`src/rtl/gutf_pkg.sv`:
```
// Shared types, constants and the Greek letter name table.
`default_nettype none

package gutf_pkg;

  // UTF-8 lead bytes of the Greek block
  localparam logic [7:0] LEAD_CE_BYTE = 8'hCE;
  localparam logic [7:0] LEAD_CF_BYTE = 8'hCF;

  // Longest letter name in bytes, and the width of a name buffer
  localparam int unsigned NAME_BYTES = 7;
  localparam int unsigned NAME_W     = 8 * NAME_BYTES;

  // Byte count of one expansion, up to NAME_BYTES
  typedef logic [2:0] len_t;

  // Lead byte held between items
  typedef enum logic [1:0] {
    HELD_NONE = 2'd0,
    HELD_CE   = 2'd1,
    HELD_CF   = 2'd2
  } held_t;

  // What the back end emits for one item
  typedef enum logic [1:0] {
    JOB_BYTE = 2'd0,  // one byte: pass-through, or a flushed lead
    JOB_PAIR = 2'd1,  // held lead byte, then the data byte
    JOB_NAME = 2'd2   // letter name looked up from lead and data byte
  } job_kind_t;

  typedef struct packed {
    job_kind_t   kind;
    logic        lead_cf;
    logic [7:0]  data;
  } job_t;

  // Letter name for a lead and a second byte, right-aligned, zero when unmatched
  function automatic logic [NAME_W-1:0] name_text(input logic lead_cf,
                                                  input logic [7:0] b);
    logic [NAME_W-1:0] t;
    t = '0;
    if (lead_cf) begin
      unique case (b)
        8'h80: t = "pi";
        8'h81: t = "rho";
        8'h82: t = "sigma";
        8'h83: t = "sigma";
        8'h84: t = "tau";
        8'h85: t = "upsilon";
        8'h86: t = "phi";
        8'h87: t = "chi";
        8'h88: t = "psi";
        8'h89: t = "omega";
        8'h90: t = "beta";
        8'h91: t = "theta";
        8'h95: t = "phi";
        8'h96: t = "pi";
        8'h97: t = "kai";
        default: t = '0;
      endcase
    end else begin
      unique case (b)
        8'h91: t = "Alpha";
        8'h92: t = "Beta";
        8'h93: t = "Gamma";
        8'h94: t = "Delta";
        8'h95: t = "Epsilon";
        8'h96: t = "Zeta";
        8'h97: t = "Eta";
        8'h98: t = "Theta";
        8'h99: t = "Iota";
        8'h9A: t = "Kappa";
        8'h9B: t = "Lambda";
        8'h9C: t = "Mu";
        8'h9D: t = "Nu";
        8'h9E: t = "Xi";
        8'h9F: t = "Omicron";
        8'hA0: t = "Pi";
        8'hA1: t = "Rho";
        8'hA3: t = "Sigma";
        8'hA4: t = "Tau";
        8'hA5: t = "Upsilon";
        8'hA6: t = "Phi";
        8'hA7: t = "Chi";
        8'hA8: t = "Psi";
        8'hA9: t = "Omega";
        8'hB1: t = "alpha";
        8'hB2: t = "beta";
        8'hB3: t = "gamma";
        8'hB4: t = "delta";
        8'hB5: t = "epsilon";
        8'hB6: t = "zeta";
        8'hB7: t = "eta";
        8'hB8: t = "theta";
        8'hB9: t = "iota";
        8'hBA: t = "kappa";
        8'hBB: t = "lambda";
        8'hBC: t = "mu";
        8'hBD: t = "nu";
        8'hBE: t = "xi";
        8'hBF: t = "omicron";
        default: t = '0;
      endcase
    end
    return t;
  endfunction

  // Length of a right-aligned name: highest nonzero byte position plus one
  function automatic len_t name_len(input logic [NAME_W-1:0] t);
    len_t n;
    n = '0;
    for (int i = 0; i < NAME_BYTES; i++) begin
      if (t[8*i +: 8] != 8'h00) n = len_t'(i + 1);
    end
    return n;
  endfunction

endpackage

`default_nettype wire

```
`src/rtl/gutf_front.sv`:
```
// Front end: accepts input items, tracks the held lead byte, issues jobs.
`default_nettype none

module gutf_front (
  input  wire logic          clk,
  input  wire logic          rst,
  input  wire logic          s_tvalid,
  output logic               s_tready,
  input  wire logic [7:0]    s_tdata,   // [7:0] data_byte
  input  wire logic          s_tuser,   // [0] mode
  input  wire logic          full,
  output logic               push,
  output gutf_pkg::job_t     job
);
  import gutf_pkg::*;

  held_t             held;
  held_t             held_next;
  logic              accept;
  logic              lead_cf;
  logic [NAME_W-1:0] text;

  // Take an item whenever the queue has room
  assign s_tready = !full;
  assign accept   = s_tvalid && s_tready;
  assign lead_cf  = (held == HELD_CF);
  assign text     = name_text(lead_cf, s_tdata);

  // Classify the item against the held lead
  always_comb begin
    held_next    = held;
    push         = 1'b0;
    job.kind     = JOB_BYTE;
    job.lead_cf  = lead_cf;
    job.data     = s_tdata;
    if (accept) begin
      held_next = HELD_NONE;
      if (s_tuser) begin
        // end of stream: flush a held lead on its own
        if (held == HELD_CE || held == HELD_CF) begin
          push     = 1'b1;
          job.kind = JOB_BYTE;
          job.data = lead_cf ? LEAD_CF_BYTE : LEAD_CE_BYTE;
        end
      end else if (held == HELD_CE || held == HELD_CF) begin
        push     = 1'b1;
        job.kind = (name_len(text) != '0) ? JOB_NAME : JOB_PAIR;
      end else if (s_tdata == LEAD_CE_BYTE) begin
        held_next = HELD_CE;
      end else if (s_tdata == LEAD_CF_BYTE) begin
        held_next = HELD_CF;
      end else begin
        push = 1'b1;
      end
    end
  end

  // Hold lead state
  always_ff @(posedge clk) begin
    if (rst) begin
      held <= HELD_NONE;
    end else begin
      held <= held_next;
    end
  end

endmodule

`default_nettype wire

```
`src/rtl/gutf_queue.sv`:
```
// Job queue between the front end and the back end.
`default_nettype none

module gutf_queue #(
  parameter int unsigned DEPTH = 4
) (
  input  wire logic           clk,
  input  wire logic           rst,
  input  wire logic           push,
  input  wire gutf_pkg::job_t push_job,
  output logic                full,
  input  wire logic           pop,
  output gutf_pkg::job_t      head,
  output logic                empty
);
  import gutf_pkg::*;

  localparam int unsigned PTR_W = (DEPTH > 1) ? $clog2(DEPTH) : 1;
  localparam int unsigned CNT_W = $clog2(DEPTH + 1);

  job_t             slots [DEPTH];
  logic [PTR_W-1:0] wr_ptr;
  logic [PTR_W-1:0] rd_ptr;
  logic [CNT_W-1:0] count;
  logic [PTR_W-1:0] wr_ptr_next;
  logic [PTR_W-1:0] rd_ptr_next;
  logic [CNT_W-1:0] count_next;

  assign full  = (count == CNT_W'(DEPTH));
  assign empty = (count == '0);
  assign head  = slots[rd_ptr];

  // Advance pointers with wrap, track fill level
  always_comb begin
    wr_ptr_next = wr_ptr;
    rd_ptr_next = rd_ptr;
    if (push) begin
      wr_ptr_next = (wr_ptr == PTR_W'(DEPTH - 1)) ? '0 : wr_ptr + 1'b1;
    end
    if (pop) begin
      rd_ptr_next = (rd_ptr == PTR_W'(DEPTH - 1)) ? '0 : rd_ptr + 1'b1;
    end
    count_next = count + CNT_W'(push) - CNT_W'(pop);
  end

  always_ff @(posedge clk) begin
    if (rst) begin
      wr_ptr <= '0;
      rd_ptr <= '0;
      count  <= '0;
    end else begin
      wr_ptr <= wr_ptr_next;
      rd_ptr <= rd_ptr_next;
      count  <= count_next;
    end
  end

  // Store pushed jobs
  always_ff @(posedge clk) begin
    if (push) begin
      slots[wr_ptr] <= push_job;
    end
  end

`ifndef SYNTHESIS
  a_no_overflow: assert property (@(posedge clk) disable iff (rst) !(push && full))
    else $error("job pushed into a full queue");
  a_no_underflow: assert property (@(posedge clk) disable iff (rst) !(pop && empty))
    else $error("job popped from an empty queue");
  a_count_range: assert property (@(posedge clk) disable iff (rst)
      count <= CNT_W'(DEPTH))
    else $error("queue fill level out of range");
`endif

endmodule

`default_nettype wire

```
`src/rtl/gutf_back.sv`:
```
// Back end: expands queued jobs into output bytes, one byte per cycle while m_tready is high.
`default_nettype none

module gutf_back (
  input  wire logic           clk,
  input  wire logic           rst,
  input  wire gutf_pkg::job_t head,
  input  wire logic           empty,
  output logic                pop,
  output logic                m_tvalid,
  input  wire logic           m_tready,
  output logic [7:0]          m_tdata,   // [7:0] out_byte
  output logic                m_tlast
);
  import gutf_pkg::*;

  // Pending bytes, next one in the top byte
  logic [NAME_W-1:0] seq;
  logic [NAME_W-1:0] seq_next;
  len_t              cnt;
  len_t              cnt_next;
  logic              load;
  logic [NAME_W-1:0] text;
  len_t              text_len;
  logic [5:0]        align;

  assign m_tvalid = (cnt != '0);
  assign m_tdata  = seq[NAME_W-1 -: 8];
  assign m_tlast  = (cnt == len_t'(1));

  // Free to take the next job when idle or on the final byte leaving
  assign load = (cnt == '0) || (m_tlast && m_tready);
  assign pop  = load && !empty;

  assign text     = name_text(head.lead_cf, head.data);
  assign text_len = name_len(text);
  assign align    = {3'(len_t'(NAME_BYTES) - text_len), 3'b000};

  // Load a new job or shift out the current one
  always_comb begin
    seq_next = seq;
    cnt_next = cnt;
    if (pop) begin
      unique case (head.kind)
        JOB_NAME: begin
          seq_next = text << align;
          cnt_next = text_len;
        end
        JOB_PAIR: begin
          seq_next = {(head.lead_cf ? LEAD_CF_BYTE : LEAD_CE_BYTE), head.data,
                      (NAME_W - 16)'(0)};
          cnt_next = len_t'(2);
        end
        default: begin
          seq_next = {head.data, (NAME_W - 8)'(0)};
          cnt_next = len_t'(1);
        end
      endcase
    end else if (m_tvalid && m_tready) begin
      seq_next = seq << 8;
      cnt_next = cnt - 1'b1;
    end
  end

  always_ff @(posedge clk) begin
    if (rst) begin
      cnt <= '0;
    end else begin
      cnt <= cnt_next;
    end
  end

  always_ff @(posedge clk) begin
    seq <= seq_next;
  end

`ifndef SYNTHESIS
  a_no_gap: assert property (@(posedge clk) disable iff (rst)
      (m_tvalid && m_tready && m_tlast && !empty) |=> m_tvalid)
    else $error("output gap while jobs are queued");
`endif

endmodule

`default_nettype wire

```
`src/rtl/greek_utf8_transliterator.sv`:
```
// Top level of the Greek UTF-8 transliterator.
`default_nettype none

// Replaces UTF-8 Greek letters in a byte stream by their Latin names; every
// other byte passes through. A 0xCE/0xCF lead is held silently; the next byte
// either yields the letter name (2 to 7 bytes) or, when unmatched, the lead
// byte followed by that byte. An end-of-stream item (s_tuser = 1) flushes a
// held lead alone. m_tlast marks the final byte caused by each input item.
// Input items are taken one per cycle while the job queue (QUEUE_DEPTH
// entries) has room; the output side emits one byte per cycle while m_tready
// is high, so the sustained input rate is set by the total output byte count.
// An accepted item is registered in the job queue and then in the back end's
// shift register before its first byte appears on the output.
module greek_utf8_transliterator #(
  parameter int unsigned QUEUE_DEPTH = 4
) (
  input  wire logic       clk,
  input  wire logic       rst,
  input  wire logic       s_tvalid,
  output logic            s_tready,
  input  wire logic [7:0] s_tdata,   // [7:0] data_byte
  input  wire logic       s_tuser,   // [0] mode
  output logic            m_tvalid,
  input  wire logic       m_tready,
  output logic [7:0]      m_tdata,   // [7:0] out_byte
  output logic            m_tlast    // last_of_run
);
  import gutf_pkg::*;

  logic push;
  logic pop;
  logic full;
  logic empty;
  job_t push_job;
  job_t head;

  // Classify input items
  gutf_front u_front (
    .clk      (clk),
    .rst      (rst),
    .s_tvalid (s_tvalid),
    .s_tready (s_tready),
    .s_tdata  (s_tdata),
    .s_tuser  (s_tuser),
    .full     (full),
    .push     (push),
    .job      (push_job)
  );

  // Buffer jobs between the two sides
  gutf_queue #(
    .DEPTH (QUEUE_DEPTH)
  ) u_queue (
    .clk      (clk),
    .rst      (rst),
    .push     (push),
    .push_job (push_job),
    .full     (full),
    .pop      (pop),
    .head     (head),
    .empty    (empty)
  );

  // Expand jobs into output bytes
  gutf_back u_back (
    .clk      (clk),
    .rst      (rst),
    .head     (head),
    .empty    (empty),
    .pop      (pop),
    .m_tvalid (m_tvalid),
    .m_tready (m_tready),
    .m_tdata  (m_tdata),
    .m_tlast  (m_tlast)
  );

endmodule

`default_nettype wire

```
`config.mk`:
```
export PLATFORM = sky130hd
export DESIGN_NAME = greek_utf8_transliterator
export DESIGN_NICKNAME = d
export VERILOG_FILES = /design/src/rtl/gutf_pkg.sv /design/src/rtl/gutf_front.sv /design/src/rtl/gutf_queue.sv /design/src/rtl/gutf_back.sv /design/src/rtl/greek_utf8_transliterator.sv
export SDC_FILE = /design/constraint.sdc
export NUM_CORES = 1
export LEC_CHECK = 0
export BUFFER_PORTS_ARGS = -buffer_cell sky130_fd_sc_hd__buf_2
export CORE_ASPECT_RATIO = 0.6
export CORE_UTILIZATION = 55
export CTS_CLUSTER_SIZE = 14
export DETAILED_ROUTE_END_ITERATION = 6
export PLACE_DENSITY = 0.75
export SYNTH_ARGS = -nofsm -noshare
export SYNTH_HDL_FRONTEND = slang
export SYNTH_SLANG_ARGS = --single-unit
```
`constraint.sdc`:
```
create_clock -name clk -period 3.8 [get_ports clk]
set_clock_uncertainty 0.15 [all_clocks]
set_input_delay 0.76 -clock clk [delete_from_list [all_inputs] [get_ports clk]]
set_output_delay 0.76 -clock clk [all_outputs]
set_load 0.01 [all_outputs]
```
# After elaboration in Yosys (flattened, before gate mapping)
# Memory sizes are Yosys's and may differ from the RTL's. A register that Yosys moved wholly into a read port is not among the register bits.
# Cells that the tools add are included.
[classes] add_sub_neg=6 eq_ne=110 shifts=1 mux=54 reduce_logical=33
[ops] cell="$pmux W55 S39" count=2
[ops] cell="$pmux W55 S12" count=2
[ops] cell="$eq A8 B8 Y1 const B" count=102
[ops] cell="$mux W56" count=4
[ops] cell="$pmux W56 S2" count=1
[ops] cell="$reduce_bool A8 Y1" count=14
[ops] cell="$shl A56 B6 Y56" count=1
[ops] cell="$mux W3" count=13
[ops] cell="$mux W2" count=16
[ops] cell="$mux W8" count=3
[ops] cell="$mux W1" count=12
[ops] cell="$reduce_or A2 Y1" count=6
[ops] cell="$eq A2 B2 Y1 const B" count=4
[ops] cell="$logic_not A3 Y1" count=2
[ops] cell="$pmux W3 S2" count=1
[ops] cell="$reduce_bool A3 Y1" count=2
[ops] cell="$add A2 B1 Y2 const B" count=2
[ops] cell="$eq A2 B1 Y1 const B" count=2
[ops] cell="$logic_and A1 B1 Y1" count=4
[ops] cell="$add A3 B1 Y3" count=1
[ops] cell="$eq A3 B1 Y1 const B" count=1
[ops] cell="$eq A3 B3 Y1 const B" count=1
[ops] cell="$sub A3 B1 Y3" count=1
[ops] cell="$sub A3 B1 Y3 const B" count=1
[ops] cell="other kinds (4)" count=6
[totals] regBits=68 ramBits=44 input_bits=13 out_inout_bits=11 wordCells=211 memories=1
[mem_list] memory="u_queue.slots" words=4 width=11 read_ports=1 rd_clocked_by_memory_dff=1 write_ports=1 line="gutf_queue.sv:21" text="job_t slots [DEPTH];"

# Logic depth before layout (Yosys ltp)
[logic_depth] depth_word=20 mapped_depth=16 mapped_depth_nobuf=15

# Hierarchy
# A second synthesis with hierarchy kept.
[hier_totals] hier_cells=752 area_unflattened_um2=7314.5
[by_module_without_submodules] module="gutf_back" n_inst=1 cells_per_inst=608 area_each_um2=4947.2 seq_area_each_um2=1561.5
[by_module_without_submodules] module="gutf_queue" n_inst=1 cells_per_inst=100 area_each_um2=2043.2 seq_area_each_um2=1501.4
[by_module_without_submodules] module="gutf_front" n_inst=1 cells_per_inst=44 area_each_um2=324.1 seq_area_each_um2=40.0

# Worst setup path after synthesis
# OpenSTA, ideal clock, no wires.
[synth_path] kind="reg2reg" startpoint="reg with a tool-made name" endpoint="reg u_back.seq[53] (data pin)" setup_time_ns=0.263 arrival_ns=3.305 required_time_ns=3.387 slack_ns=0.082 stages_incl_launch_ff=14 n_path_buf=3 period_less_slack_ns=3.718 path_cell_list="dfxtp_1 -> buf_6 -> buf_6 -> mux4_2 -> nor2b_1 -> buf_6 -> o311ai_1 -> a21oi_1 -> a2111o_1 -> a21boi_2 -> a21boi_4 -> mux2_2 -> a221oi_1 -> o21ai_0"
[synth_lines] element="end signal: assignment" line="gutf_back.sv:74" text="seq <= seq_next;"
[synth_lines] element="end: declaration" line="gutf_back.sv:18" text="logic [NAME_W-1:0] seq;"

==> impl_metrics.toml <==
[clock_network]
cts_tree = "yes"
cts-htree-levels = 3
postCtsHoldBufs = 0
clkTransAtPathRegs_ps = 80
clock_sinks = 108
insertion_delay_ps = 360
cts_made_buffers = 9
cts_root_buffer = "clkbuf_16"
max-clock-path-buffers = 2

[grt]
track_usage = 0.3714
grt.overflow.total = 0
grt_pass1_wl_um = 38090
antenna_found_initial = 0
grt_pass1_vias = 6718
grt_start_max_net_pins = 44

[pwr]
combPwrFrac = 0.669
ir_drop_mv = 0.7153
power_density_nw_per_um2 = 936.9
p_int_uw = 4825
leakagePower_uw = 0.003639
p_sw_frac = 0.4519
p_switching_uw = 3978
power_frac_seq = 0.225
power.clock.fraction = 0.106

[status]
failed_checks = "setup timing"
status = "finished with violations"

[floorplanning]
start_util = 0.5675
die_h_um = 91.48
core_um2 = 12930
io-pin-count = 24
rows = 32
dieWidth_um = 151.1
die_area_um2 = 13830

[placement]
port_buffers = 23
dpl_worst_slack_ps = -183.0
place.gp.congestion = 1.056
hpwl_um = 18500
placed_cell_area_um2 = 8557

[synth]
yosysWarnings = 0
ys.flop_type = "edfxtp_1"
synthCells = 776
synth-seq-area-share = 0.4228
ys_seq_elements = 108
syn_avg_cell_area_um2 = 9.458
synth-edff-count = 94
synthDistinctLibCells = 95
async_flop_share = 0
synth_area_um2 = 7340

[critical_path]
critPathMaxFanout = 17
critical_path_class = "register to register"
required_ps = 3760
regToRegSetupSlack_ps = -60
arrival_ps = 3810
cp-end-kind = "register"
critPathLaunchType = "register"

[sta]
max_slew_margin = 0.5865
fin_crit_sh = 1.015
fmax_mhz = 259.4
hold_violations = 0
timing.setup.tns_ps = -105.4
drv_slew = 0
worst_pin_slew_ps = 618.1
setup_viol = 4
setup_slack_ps = -55.36
rsz0062_at_grt = "yes"
period_needed_ps = 3855

[layout]
finalInstanceArea_um2 = 9395
final_util = 0.7265
drive_above_1_share = 0.3344
area_delta_synth_final_pct = 28.01
nets = 949
antennaDiodeCount = 0

[flow_run]
cap_violations = 0

[detailed_routing]
wirelength_um = 25670
via_per_inst = 6.638
routedWlPerCell_um = 23.40
vias = 7282
drtPass1Iterations = 6
ant_nets = 0
detail_route.iter0.violations = 898
drc = 0

[hold_path]
hp-class = "register to register"
-- repair_timing --
item / CTS / global route
gates resized for setup: 17 / 55
setup buffers: 4 / 17
pin swaps: 5 / 18
setup endpoints to repair: 24 / 37
cloned: 0 / 3
hold endpoints to repair: 0 / 0
-- sequential cells by signal, indices dropped and copies added (netlist names), named ones only --
signal          count
u_back.seq         50
u_queue.rd_ptr      2
u_front.held        2
u_queue.wr_ptr      2
u_back.cnt          3
u_queue.count       3
u_queue.slots      44
-- worst max-delay path: stages (launching register included) --
cell,delay [ps]
dfxtp_4,380
buf_12,140
mux4_2,590
buf_12,200
buf_4,170
nand2_1,110
buf_4,130
nor2_1,50
a2111o_1,430
a21boi_2,170
a21boi_4,320
buf_6,150
mux2_2,340
a31oi_1,180
o21ai_0,100
-- logic make-up after synthesis --
logic type / after synthesis / synth area share
AOI/OAI and AO/OA: 248 / 0.2363
xor gates and xnor gates: 7 / 0.008353
adders and majority gates: 14 / 0.02489
buffers and inverters: 84 / 0.05625
DFF: 108 / 0.4228
muxes: 30 / 0.05915
other: 1 / 0.0005109
and+or+nand+nor: 284 / 0.1918
-- power groups by stage --
stage                     registers, uW  logic, uW  clock network, uW
after CTS                          1970       5220                937
after global routing               2010       6180                974
final                              1980       5890                934
after global placement             1980       5030                  0
after floorplan                    1950       3050                  0
after detailed placement           2000       5080                  0
-- cell usage in the layout (no fill, tap or decap), types with 13 or more instances in the layout --
cell      instances
inv_1            19
nand2_1         103
nor3_1           15
ha_1             13
dfxtp_1          13
a21oi_1          61
and2_1           13
nor2_1           58
edfxtp_1         94
o21ai_0          39
nand3_1          13
buf_4           160
buf_2            23
-- layout make-up --
type	count	area, um2
inverters	19	71.32
well taps	170	212.7
repair buffers	197	1539
fillers	935	3537
clock inverters	6	60.06
clock buffers	10	229.0
multi-input cells	587	4177
flip-flops and latches	108	3107
-- routing by layer --
metal  routed length [um]  vias to the layer above  part of all wire  GRT usage
met4                  694                        0             0.027     0.1017
met1                10610                     3423              0.41     0.5563
met3                 3513                       75              0.14    0.09196
met5                    0                        -                 0          0
met2                10850                      562              0.42     0.5268
li1                     -                     3222                 -          -
-- cell usage after synthesis (10+ instances only) --
| cell type | instances | share of area |
|---|---|---|
| nand2_1 | 107 | 0.055 |
| edfxtp_1 | 94 | 0.38 |
| a21oi_1 | 68 | 0.046 |
| nor2_1 | 61 | 0.031 |
| o21ai_0 | 43 | 0.029 |
| clkbuf_1 | 29 | 0.015 |
| inv_1 | 19 | 0.0097 |
| nand2b_1 | 16 | 0.014 |
| buf_2 | 15 | 0.010 |
| nor3_1 | 15 | 0.010 |
| and2_1 | 14 | 0.012 |
| dfxtp_1 | 14 | 0.038 |
| nand3_1 | 14 | 0.0095 |
| ha_1 | 13 | 0.022 |
| mux2i_1 | 13 | 0.018 |
| nor2b_1 | 13 | 0.011 |
| a31oi_1 | 11 | 0.0094 |
| o22ai_1 | 11 | 0.0094 |
| mux4_2 | 10 | 0.031 |
-- path summary, 6_finish.rpt --
path                      start        endpoint  depth (start not counted)
hold reg to reg   u_back.seq[1]   u_back.seq[9]                          2
hold / removal    u_back.seq[1]   u_back.seq[9]                          2
setup / recovery       register  u_back.seq[44]                         14
setup reg to reg       register  u_back.seq[44]                         14
-- per-stage QoR --
step	hold WS, ps	instances	power (uW)
3_5_place_dp	337.8	1058	7073
5_1_grt	385.4	1097	9166
2_1_floorplan	304.1	777	5003
3_3_place_gp	316.7	1058	7008
4_1_cts	357.0	1078	8133
6_report	359.4	1097	8803
Power figures use the tool's default switching activity.
